<file path="config.mk">
export PLATFORM = sky130hd
export DESIGN_NAME = almb_front
export DESIGN_NICKNAME = d
export VERILOG_FILES = /design/src/hdl/almb_pkg.sv /design/src/hdl/almb_front.sv
export SDC_FILE = /design/constraint.sdc
export NUM_CORES = 1
export LEC_CHECK = 0
export BUFFER_PORTS_ARGS = -buffer_cell sky130_fd_sc_hd__buf_2
export CORE_MARGIN = 5
export CORE_UTILIZATION = 40
export DETAILED_ROUTE_END_ITERATION = 6
export PLACE_DENSITY = 0.61
export SETUP_SLACK_MARGIN = 0.2
export SYNTH_ARGS = -nofsm -noshare
export SYNTH_HDL_FRONTEND = slang
export SYNTH_SLANG_ARGS = --single-unit
</file>
<file path="constraint.sdc">
create_clock -name clk_i -period 8.1 [get_ports clk_i]
set_input_delay 0.81 -clock clk_i [delete_from_list [all_inputs] [get_ports clk_i]]
set_output_delay 0.81 -clock clk_i [all_outputs]
set_load 0.01 [all_outputs]
</file>
<file path="src/hdl/almb_pkg.sv">
`timescale 1ns / 1ps
`default_nettype none
// ----------------------------------------------------------------------------
// almb_pkg: shared types and constants
// Register indexes, the classified work item and level constants.
// ----------------------------------------------------------------------------
package almb_pkg;

  localparam logic signed [15:0] SILENCE = 16'sh8000;

  typedef enum logic [2:0] {
    REG_MIN_LEVEL  = 3'd0,
    REG_MIN_INPUT  = 3'd1,
    REG_WARNING    = 3'd2,
    REG_ERROR      = 3'd3,
    REG_PEAK_DECAY = 3'd4,
    REG_MAG_GAIN   = 3'd5,
    REG_PEAK_HOLD  = 3'd6,
    REG_INPUT_HOLD = 3'd7
  } reg_idx_e;

  typedef enum logic [2:0] {
    CLS_BELOW   = 3'd0,
    CLS_NOMINAL = 3'd1,
    CLS_WARNING = 3'd2,
    CLS_ERROR   = 3'd3,
    CLS_CLIP    = 3'd4
  } level_class_e;

  // One accepted update with its channel already checked.
  typedef struct packed {
    logic [4:0]         channel;
    logic [31:0]        now_ms;
    logic [15:0]        elapsed_ms;
    logic signed [15:0] magnitude;
    logic signed [15:0] peak;
    logic signed [15:0] input_peak;
  } work_t;

endpackage
`default_nettype wire

</file>
<file path="src/hdl/almb_front.sv">
`timescale 1ns / 1ps
`default_nettype none
// ----------------------------------------------------------------------------
// almb_front: input classification and work queue
// Drops updates for absent channels and queues the rest for the back end.
// ----------------------------------------------------------------------------
module almb_front import almb_pkg::*; #(
  parameter int CHANNELS = 8
) (
  input  wire logic               clk_i,
  input  wire logic               rst_ni,
  input  wire logic               in_valid_i,
  output logic                    in_stall_o,
  input  wire logic [2:0]         channel_i,
  input  wire logic [31:0]        now_ms_i,
  input  wire logic [15:0]        elapsed_ms_i,
  input  wire logic signed [15:0] new_magnitude_i,
  input  wire logic signed [15:0] new_peak_i,
  input  wire logic signed [15:0] new_input_peak_i,
  output logic                    wq_valid_o,
  input  wire logic               wq_pop_i,
  output work_t                   wq_item_o
);

  localparam int Depth = 2;

  work_t      mem_q [Depth];
  logic       wr_q, rd_q;
  logic [1:0] cnt_q;
  logic       push, pop, keep;

  assign in_stall_o = (cnt_q == 2'(Depth));
  // Updates for channels that do not exist are taken and discarded.
  assign keep = 6'(channel_i) < 6'(CHANNELS);
  assign push = in_valid_i && !in_stall_o && keep;
  assign pop  = wq_pop_i && wq_valid_o;
  assign wq_valid_o = (cnt_q != 2'd0);
  assign wq_item_o  = mem_q[rd_q];

  always_ff @(posedge clk_i) begin
    if (push) begin
      mem_q[wr_q] <= '{channel: {2'b00, channel_i}, now_ms: now_ms_i,
                       elapsed_ms: elapsed_ms_i, magnitude: new_magnitude_i,
                       peak: new_peak_i, input_peak: new_input_peak_i};
    end
  end

  always_ff @(posedge clk_i or negedge rst_ni) begin
    if (!rst_ni) begin
      wr_q  <= 1'b0;
      rd_q  <= 1'b0;
      cnt_q <= 2'd0;
    end else begin
      if (push) wr_q <= ~wr_q;
      if (pop) rd_q <= ~rd_q;
      cnt_q <= cnt_q + 2'(push) - 2'(pop);
    end
  end

endmodule
`default_nettype wire

</file>
==> results of run 1 <==
worst paths after layout:
path	from	end	slack (ns)
worst max-delay path	rd_q	wq_item_o[57]	4.32
worst min register to register	cnt_q[0]	cnt_q[0]	0.54
max in group asynchronous	rst_ni	rd_q	7.84
worst min-delay path	rst_ni	cnt_q[0]	0.12
worst max register to register	cnt_q[1]	mem_q[1][72]	5.77
min in group clk_i	now_ms_i[2]	mem_q[0][66]	0.51
power breakdown:
group / switching (mW) / leakage (nW) / internal, mW
Sequential: 0.143 / 1.88 / 1.43
Clock: 0.374 / 0.370 / 0.675
Combinational: 0.492 / 1.69 / 0.579
layout make-up:
class	count	area share
multi-input cells	113	0.1633
clock buffers	27	0.06020
inverters	2	0.0007653
repair buffers	207	0.1066
flip-flops and latches	202	0.6167
well taps	265	0.03380
clock inverters	11	0.01862
cell usage in the layout, fill, tap and decap left out:
cell type	netlist	layout
and2_4	1	1
and3_4	0	1
buf_2	0	203
buf_4	2	4
bufinv_16	0	5
clkbuf_1	0	4
clkbuf_16	0	23
clkinv_1	0	2
clkinv_2	0	2
clkinvlp_4	0	2
conb_1	1	2
dfrtp_1	4	3
dfrtp_4	0	1
edfxtp_1	198	198
ha_1	2	2
inv_1	2	2
mux2_4	99	99
nand2_1	1	1
nand2b_1	1	1
nor2_4	0	1
or2_1	1	1
xnor2_1	3	3
xor2_1	1	1
registers in the layout, summed over array words and instances (netlist names):
signal	count
rd_q	1
mem_q	198
wr_q	1
cnt_q	2
logic make-up after synthesis:
| logic type | count (synthesis) | share of synthesized area |
|---|---|---|
| buf+inv | 15 | 0.02975 |
| flops | 202 | 0.7687 |
| fa+ha+maj | 2 | 0.003181 |
| other cells | 1 | 0.0004768 |
| xor+xnor | 4 | 0.004455 |
| mux | 99 | 0.1890 |
| simple gates | 6 | 0.004455 |
layer usage:
| metal | global-route usage | vias to the layer above | routed length (um) |
|---|---|---|---|
| met1 | 0.1416 | 1823 | 5545 |
| met5 | 0 | - | 21 |
| met2 | 0.2106 | 132 | 7229 |
| met3 | 0.03974 | 27 | 1155 |
| li1 | - | 1739 | - |
| met4 | 0.04254 | 4 | 340 |
==> run_results.csv, run 1 <==
group,metric,value,unit
clock_tree,cts_setup_buffers,0,
die,die_h,150.2,um
detailed_routing,ant_nets,0,
finish,multiInputGateArea,1602,um^2
power_and_ir_drop,peakVddDrop,0.2417,mV
setup_path,cp.arrival,2.97,ns
detailed_routing,via_count,3725,
finish,area_growth,24.72,%
detailed_routing,drt_iter0_drc,119,
detailed_routing,wl,14290,um
sta,hold-worst-slack,0.1207,ns
synth,ys_warn_count,0,
place,dp_hpwl,9470,um
place,globalplace.congestion,0.6993,
detailed_routing,drt_pass1_iterations,4,
clock_tree,h-tree-depth,1,
clock_tree,clk_path_buf_depth,3,
synth,ys_seq_area_frac,0.7687,
global_route,grt_util_all_layers,0.1214,
finish,fillers,1611,
synth,synth.top_cell.area_share,0.7560,
power_and_ir_drop,leakage,3.949,nW
synth,postSynthAreaPerCell,23.91,um^2
die,die-area,22570,um^2
die,initial_utilization,0.4054,
sta,rsz0062_at_grt,"no",
place,placed_cells,789,
sta,tns,0,ns
finish,design_area,9809,um^2
detailed_routing,drc_errors,0,
global_route,grt_max_degree,64,
synth,synth_cell_type_count,17,
setup_path,end_kind,"primary output",
finish,nets,653,
clock_tree,cts_hold_buf,0,
min_path,hp-class,"input pin to async pin",
die,die-width,150.2,um
clock_tree,cts_tree,"built",
place,place_area,9036,um^2
finish,drive_gt1_frac,0.6085,
clock_tree,clock-sinks,202,
synth,synth_most_common_cell,"edfxtp_1",
synth,netlist_top_cells_area,"edfxtp_1 76%, mux2_4 19%, buf_12 2.5%, dfrtp_1 1.3%, xnor2_1 0.33%",
sta,final-setup-viol-count,0,
synth,yosys_most_used_dff,"edfxtp_1",
synth,synth_edf_count,198,
clock_tree,cts.reportedPaths.clkPinSlew,0.06,ns
setup_path,r2r_cells,3,
job,maxCapViolations,0,
place,port_buffers,203,
clock_tree,clock_tree.root_cell,"clkbuf_16",
clock_tree,cts_buffers,22,
setup_path,path_delay_family,"flip-flops",
sta,slew_viol_final,0,
die,rows,51,
die,core_area,19400,um^2
finish,diodes,0,
setup_path,path_cells,"buf_4 > mux2_4 > buf_2",
power_and_ir_drop,power_density,376.8,nW/um^2
finish,utilization,0.5057,
global_route,antenna_found_initial,2,
synth,yosysTopAreaCell,"edfxtp_1",
place,place_ws,4.752,ns
die,io_pins,206,
sta,period_share,0.4664,
global_route,grt_first_pass_wirelength,21380,um
sta,relSlewSlack,0.1880,
setup_path,cp-start-kind,"register",
clock_tree,cts_resized,0,
detailed_routing,via_per_inst,4.504,
setup_path,crit_slowest_cell,"dfrtp_4",
sta,period_needed,3.778,ns
finish,regArea,6050,um^2
setup_path,crit_buf_inv,2,
power_and_ir_drop,p_total,3.696,mW
synth,netlist_instances,329,
synth,ys_seq_elements,202,
global_route,overflow,0,
synth,syn_area,7865,um^2
setup_path,worstSetupPathType,"register to primary output",
setup_path,cp_num_cells,3,
global_route,grt_pass1_vias,4043,
setup_path,critPathMaxFanout,63,
sta,hold_violations,0,
outcome,status,"finished, final reports clean",
synth,synthArstFlopShare,0.01980,
synth,ys_top_cells_by_count,"198 x edfxtp_1, 99 x mux2_4, 10 x buf_12",
setup_path,cp.required,7.29,ns
sta,max_freq,264.7,MHz
sta,skew,0.005426,ns
detailed_routing,routedWlPerCell,17.28,um
clock_tree,clock_latency,0.48,ns
sta,final_critical_path_setup_slack,4.322,ns
setup_path,max_stage_delay,1.19,ns
sta,worst_pin_slew,1.218,ns
finish,layoutNonFillerInstCount,827,
No activity file was read; power rests on OpenSTA's default activity.
==> run 2: changes to the inputs <==
--- a/config.mk
+++ b/config.mk
@@ -5,11 +5,12 @@
 export SDC_FILE = /design/constraint.sdc
 export NUM_CORES = 1
 export LEC_CHECK = 0
+export ABC_AREA = 1
 export BUFFER_PORTS_ARGS = -buffer_cell sky130_fd_sc_hd__buf_2
 export CORE_MARGIN = 5
 export CORE_UTILIZATION = 40
 export DETAILED_ROUTE_END_ITERATION = 6
-export PLACE_DENSITY = 0.61
+export PLACE_DENSITY = 0.64
 export SETUP_SLACK_MARGIN = 0.2
 export SYNTH_ARGS = -nofsm -noshare
 export SYNTH_HDL_FRONTEND = slang
==> constraint.sdc (replaced) <==
create_clock -name clk_i -period 3.17 [get_ports clk_i]
set_input_delay 0.317 -clock clk_i [delete_from_list [all_inputs] [get_ports clk_i]]
set_output_delay 0.317 -clock clk_i [all_outputs]
set_load 0.01 [all_outputs]
==> run_results.csv, run 2 <==
group,metric,value,unit
global_route,overflow,0,
synth,ys_seq_area_frac,0.8083,
detailed_routing,top_layer_used,"met5",
detailed_routing,via_per_inst,4.560,
detailed_routing,met1_length,6101,um
synth,synth_edf_count,198,
finish,area_growth,25.46,%
min_path,hold_end,"mem_q[0][95]",
setup_path,r2r_end,"mem_q[0][15]",
detailed_routing,via_count,4642,
finish,final_cell_mix,"310 x nand2_1, 203 x buf_2, 198 x edfxtp_1, 21 x clkbuf_16",
synth,synthArstFlopShare,0.01980,
place,dp_hpwl,10080,um
clock_tree,clk_path_buf_depth,3,
job,maxCapViolations,0,
sta,final_critical_path_setup_slack,0.8598,ns
sta,slew_viol_final,0,
power_and_ir_drop,leakage,4.071,nW
setup_path,worstSetupPathType,"register to primary output",
setup_path,regToRegStartpoint,"wr_q",
sta,hold_violations,0,
synth,synth.top_cell.area_share,0.7949,
clock_tree,clock_tree.root_cell,"clkbuf_16",
sta,period_needed,2.310,ns
die,io_pins,206,
setup_path,end_kind,"primary output",
sta,max_freq,432.9,MHz
detailed_routing,drt_iter0_drc,167,
sta,period_share,0.7288,
power_and_ir_drop,power_density,925.4,nW/um^2
synth,postSynthAreaPerCell,13.55,um^2
synth,ys_warn_count,0,
place,port_buffers,203,
detailed_routing,wl_met3,1184,um
finish,nets,875,
clock_tree,h-tree-depth,1,
place,place_ws,1.331,ns
sta,worst_pin_slew,0.7766,ns
synth,synth_cell_type_count,12,
min_path,whs_path_depth,1,
sta,relSlewSlack,0.4823,
global_route,grt_first_pass_wirelength,23780,um
detailed_routing,wl,15390,um
die,rows,50,
clock_tree,clock-sinks,202,
global_route,grt_pass1_vias,4564,
setup_path,r2r_cells,4,
detailed_routing,ant_nets,0,
clock_tree,cts.reportedPaths.clkPinSlew,0.06,ns
die,core_area,18580,um^2
min_path,hp-class,"input pin to register",
detailed_routing,drc_errors,0,
die,die-area,21530,um^2
detailed_routing,drt_pass1_iterations,4,
finish,largestRegisters,"mem_q x198, cnt_q x2",
clock_tree,cts_tree,"built",
setup_path,cp-start-kind,"register",
finish,top_register,"mem_q",
setup_path,rrSetupSlack,1.38,ns
power_and_ir_drop,peakVddDrop,0.4546,mV
clock_tree,clock_latency,0.48,ns
global_route,grt_util_all_layers,0.1380,
place,globalplace.congestion,0.7296,
finish,final_common_cell,"nand2_1",
global_route,antenna_found_initial,4,
setup_path,cp.arrival,1.99,ns
finish,largest_reg_flops,198,
min_path,min_from,"now_ms_i[31]",
sta,skew,0.01126,ns
die,die-width,146.7,um
outcome,status,"finished, final reports clean",
die,initial_utilization,0.4026,
synth,netlist_instances,552,
sta,tns,0,ns
sta,rsz0062_at_grt,"no",
synth,ys_top_cells_by_count,"310 x nand2_1, 198 x edfxtp_1, 10 x buf_2, 10 x buf_6, 9 x inv_1",
die,die_h,146.7,um
synth,yosysTopAreaCell,"edfxtp_1",
setup_path,cp.required,2.85,ns
clock_tree,cts_buffers,21,
synth,ys_seq_elements,202,
detailed_routing,routed-wl-met2,7721,um
sta,final-setup-viol-count,0,
finish,drive_gt1_frac,0.3052,
synth,netlist_top_cells_area,"edfxtp_1 79%, nand2_1 16%, buf_6 1.5%, dfrtp_1 1.3%, buf_2 0.67%",
global_route,grt_max_degree,101,
setup_path,critPathMaxFanout,43,
synth,yosys_most_used_dff,"edfxtp_1",
finish,fillers,1627,
synth,syn_area,7480,um^2
synth,synth_most_common_cell,"nand2_1",
clock_tree,cts_resized,0,
detailed_routing,routedWlPerCell,15.12,um
## run 2: cell types whose count changed in the layout (fill, tap and decap cells not counted), moves of 3 or more
cell and change:
bufinv_16 -4, clkinv_1 +6, dlygate4sd3_1 +7, inv_1 +6, mux2_4 -99, nand2_1 +309
nand3_1 +3, xnor2_1 -3
## run 2: layout make-up
cell class	count	area, um^2	area share
Sequential cell	202	6050	0.6447
Multi-Input combinational cell	318	1222	0.1303
Timing Repair Buffer	217	1164	0.1240
Clock buffer	24	536.8	0.05720
Tap cell	234	292.8	0.03120
Clock inverter	12	75.07	0.008000
Inverter	10	41.29	0.004400
Antenna cell	1	2.502	0.0002667
## run 2: kinds of logic after synthesis
family	after synthesis	synth area share
flops	202	0.8083
other cells	1	0.0005014
fa+ha+maj	2	0.003345
simple gates	314	0.1581
buf+inv	33	0.02978
## run 2: through the flow
step / hold WS [ns] / instance area [um^2] / cells / util / total power [mW]
6_report: 0.02217 / 9384 / 1018 / 0.5051 / 8.684
5_1_grt: 0.0007089 / 9384 / 1018 / 0.5051 / 9.267
4_1_cts: 0.00009270 / 9361 / 1015 / 0.5038 / 8.854
3_5_place_dp: 0.1337 / 8700 / 974 / 0.4682 / 6.626
3_3_place_gp: 0.1314 / 8700 / 974 / 0.4682 / 6.582
2_1_floorplan: 0.02141 / 7491 / 553 / - / 5.547
## run 2: power by group
group	leakage (nW)	internal, mW	switching, mW
sequential	1.89	3.65	0.178
clock	0.301	1.28	0.908
combinational	1.88	0.881	1.79
## run 2: worst max-delay path: stages, from the launching register on
cell,delay [ns]
dfrtp_4,0.61
buf_4,0.48
nand2_1,0.16
nand2_1,0.10
buf_2,0.13
## run 2: worst max path at each step
stage,from,to,slack (ns),cells after the start
floorplan,wr_q,mem_q[0][0],0.22,3
global placement,rd_q,wq_item_o[77],1.33,4
detailed placement,rd_q,wq_item_o[77],1.33,4
CTS,rd_q,wq_item_o[77],0.81,4
global route,rd_q,wq_item_o[78],0.71,5
finish,rd_q,wq_item_o[77],0.86,4
## run 2: timing repair
item	CTS	global route
hold buffers	5	2
endpoints found under the hold margin	10	4
setup buffers	0	0
## run 2: per-layer routing
layer	vias up	global-route usage
li1	2286	-
met4	6	0.04327
met2	151	0.2420
met3	27	0.04195
met1	2172	0.1632
met5	-	0
==> run 3: changes to the inputs <==
--- a/config.mk
+++ b/config.mk
@@ -5,12 +5,12 @@
 export SDC_FILE = /design/constraint.sdc
 export NUM_CORES = 1
 export LEC_CHECK = 0
-export ABC_AREA = 1
+export ABC_AREA = 0
 export BUFFER_PORTS_ARGS = -buffer_cell sky130_fd_sc_hd__buf_2
 export CORE_MARGIN = 5
 export CORE_UTILIZATION = 40
 export DETAILED_ROUTE_END_ITERATION = 6
-export PLACE_DENSITY = 0.64
+export PLACE_DENSITY = 0.61
 export SETUP_SLACK_MARGIN = 0.2
 export SYNTH_ARGS = -nofsm -noshare
 export SYNTH_HDL_FRONTEND = slang
==> constraint.sdc (replaced) <==
create_clock -name clk_i -period 2.15 [get_ports clk_i]
set_input_delay 0.215 -clock clk_i [delete_from_list [all_inputs] [get_ports clk_i]]
set_output_delay 0.215 -clock clk_i [all_outputs]
set_load 0.01 [all_outputs]
==> run_results.csv, run 3 (synthesis gave the netlist of run 1 again) <==
group,metric,value,unit
setup_path,end_kind,"primary output",
setup_path,worstSetupPathType,"register to primary output",
finish,area_growth,39.15,%
die,die_h,150.2,um
sta,max_freq,503.5,MHz
sta,period_share,0.9237,
place,placed_cells,795,
finish,diodes,0,
power_and_ir_drop,peakVddDrop,0.6963,mV
die,die-width,150.2,um
finish,fillers,1523,
min_path,hp-class,"input pin to register",
setup_path,critPathMaxFanout,17,
finish,largestRegisters,"mem_q x198, cnt_q x2",
die,io_pins,206,
finish,largest_reg_flops,198,
detailed_routing,via_per_inst,4.428,
clock_tree,h-tree-depth,1,
global_route,overflow,0,
detailed_routing,routedWlPerCell,16.71,um
setup_path,cp.arrival,1.77,ns
clock_tree,cts_tree,"built",
detailed_routing,via_count,4176,
finish,final_common_cell,"buf_2",
detailed_routing,ant_nets,0,
sta,hold_violations,0,
die,rows,51,
die,die-area,22570,um^2
setup_path,path_delay_family,"buffers and inverters",
clock_tree,cts_buffers,22,
finish,top_register,"mem_q",
finish,nets,767,
sta,rsz0062_at_grt,"yes",
clock_tree,clock_latency,0.49,ns
sta,tns,0,ns
global_route,grt_util_all_layers,0.1343,
clock_tree,clk_path_buf_depth,3,
clock_tree,clock_tree.root_cell,"clkbuf_16",
power_and_ir_drop,leakage,4.431,nW
power_and_ir_drop,power_density,1279,nW/um^2
finish,utilization,0.5642,
global_route,antenna_found_initial,0,
detailed_routing,drc_errors,0,
detailed_routing,drt_iter0_drc,113,
sta,final-setup-viol-count,0,
place,dp_hpwl,9655,um
setup_path,crit_slowest_cell,"dfrtp_4",
setup_path,max_stage_delay,0.48,ns
outcome,status,"finished, final reports clean",
global_route,grt_max_degree,70,
setup_path,cp-start-kind,"register",
sta,period_needed,1.986,ns
die,initial_utilization,0.4054,
place,port_buffers,203,
setup_path,crit_buf_inv,3,
sta,slew_viol_final,0,
global_route,grt_pass1_vias,4548,
setup_path,cpMostUsedCell,"buf_12",
job,maxCapViolations,0,
finish,layoutNonFillerInstCount,943,
finish,final_cell_mix,"202 x buf_2, 198 x edfxtp_1, 100 x dlygate4sd3_1, 99 x mux2_4, 25 x clkbuf_16",
clock_tree,cts.reportedPaths.clkPinSlew,0.05,ns
global_route,grt_first_pass_wirelength,23690,um
die,core_area,19400,um^2
sta,hold-worst-slack,0.03521,ns
detailed_routing,drt_pass1_iterations,4,
finish,drive_gt1_frac,0.5147,
place,globalplace.congestion,0.7010,
detailed_routing,wl,15760,um
power_and_ir_drop,p_total,14.00,mW
setup_path,path_cells,"buf_12 > buf_12 > mux2_4 > buf_2",
clock_tree,clock-sinks,202,
sta,skew,0.01405,ns
setup_path,cp.required,1.93,ns
run 3: timing repair:
action / 4_1_cts / 5_1_grt
endpoints found under the hold margin: 202 / 0
setup endpoints to repair: 86 / 98
gates resized for setup: 5 / 3
hold buffers: 100 / 0
buffers inserted: 4 / 0
cloned: 0 / 4
run 3: worst paths after layout:
check	slack (ns)	to	cells past startpoint	startpoint
worst max-delay path	0.16	wq_item_o[54]	4	rd_q
worst min-delay path	0.04	rd_q	3	wq_pop_i
worst max register to register	0.41	cnt_q[1]	7	cnt_q[1]
worst min register to register	0.56	cnt_q[0]	1	cnt_q[0]
max in group asynchronous	1.95	rd_q	2	rst_ni
min in group asynchronous	0.06	cnt_q[0]	2	rst_ni
run 3: power breakdown:
part | internal, mW | switching (mW) | total, mW
registers | 5.39 | 0.217 | 5.61
clock network | 2.00 | 1.36 | 3.36
logic | 2.66 | 2.37 | 5.03
total | 10.1 | 3.95 | 14.0
run 3: per-stage QoR:
| step | area, um^2 | worst slack [ns] |
|---|---|---|
| finish | 10940 | 0.1641 |
| global route | 10940 | 0.1079 |
| CTS | 10850 | 0.1322 |
| detailed placement | 9146 | 0.4232 |
| global placement | 9146 | 0.4868 |
| floorplan | 7880 | -0.3357 |
run 3: layout make-up:
cell class,instances,area (um^2),share of cell area
multi-input combinational,113,1604,0.1466
timing repair buffer,321,2302,0.2104
clock inverter,4,15.01,0.001372
inverter,2,7.507,0.0006860
sequential,202,6050,0.5528
clock buffer,36,634.4,0.05796
tap,265,331.6,0.03030
run 3: worst reg2reg max path, stage by stage, from the launching register on:
cell and delay (ns):
dfrtp_1 0.39, or2_1 0.26, and2_4 0.18, ha_1 0.27
inv_1 0.04, ha_1 0.18, xnor2_1 0.20, xnor2_1 0.14
run 3: routing by layer:
metal	track usage	vias to the layer above	share of wire
li1	-	1970	-
met1	0.1525	2042	0.39
met2	0.2458	139	0.52
met3	0.04034	25	0.072
met4	0.03614	0	0.024
met5	0	-	0
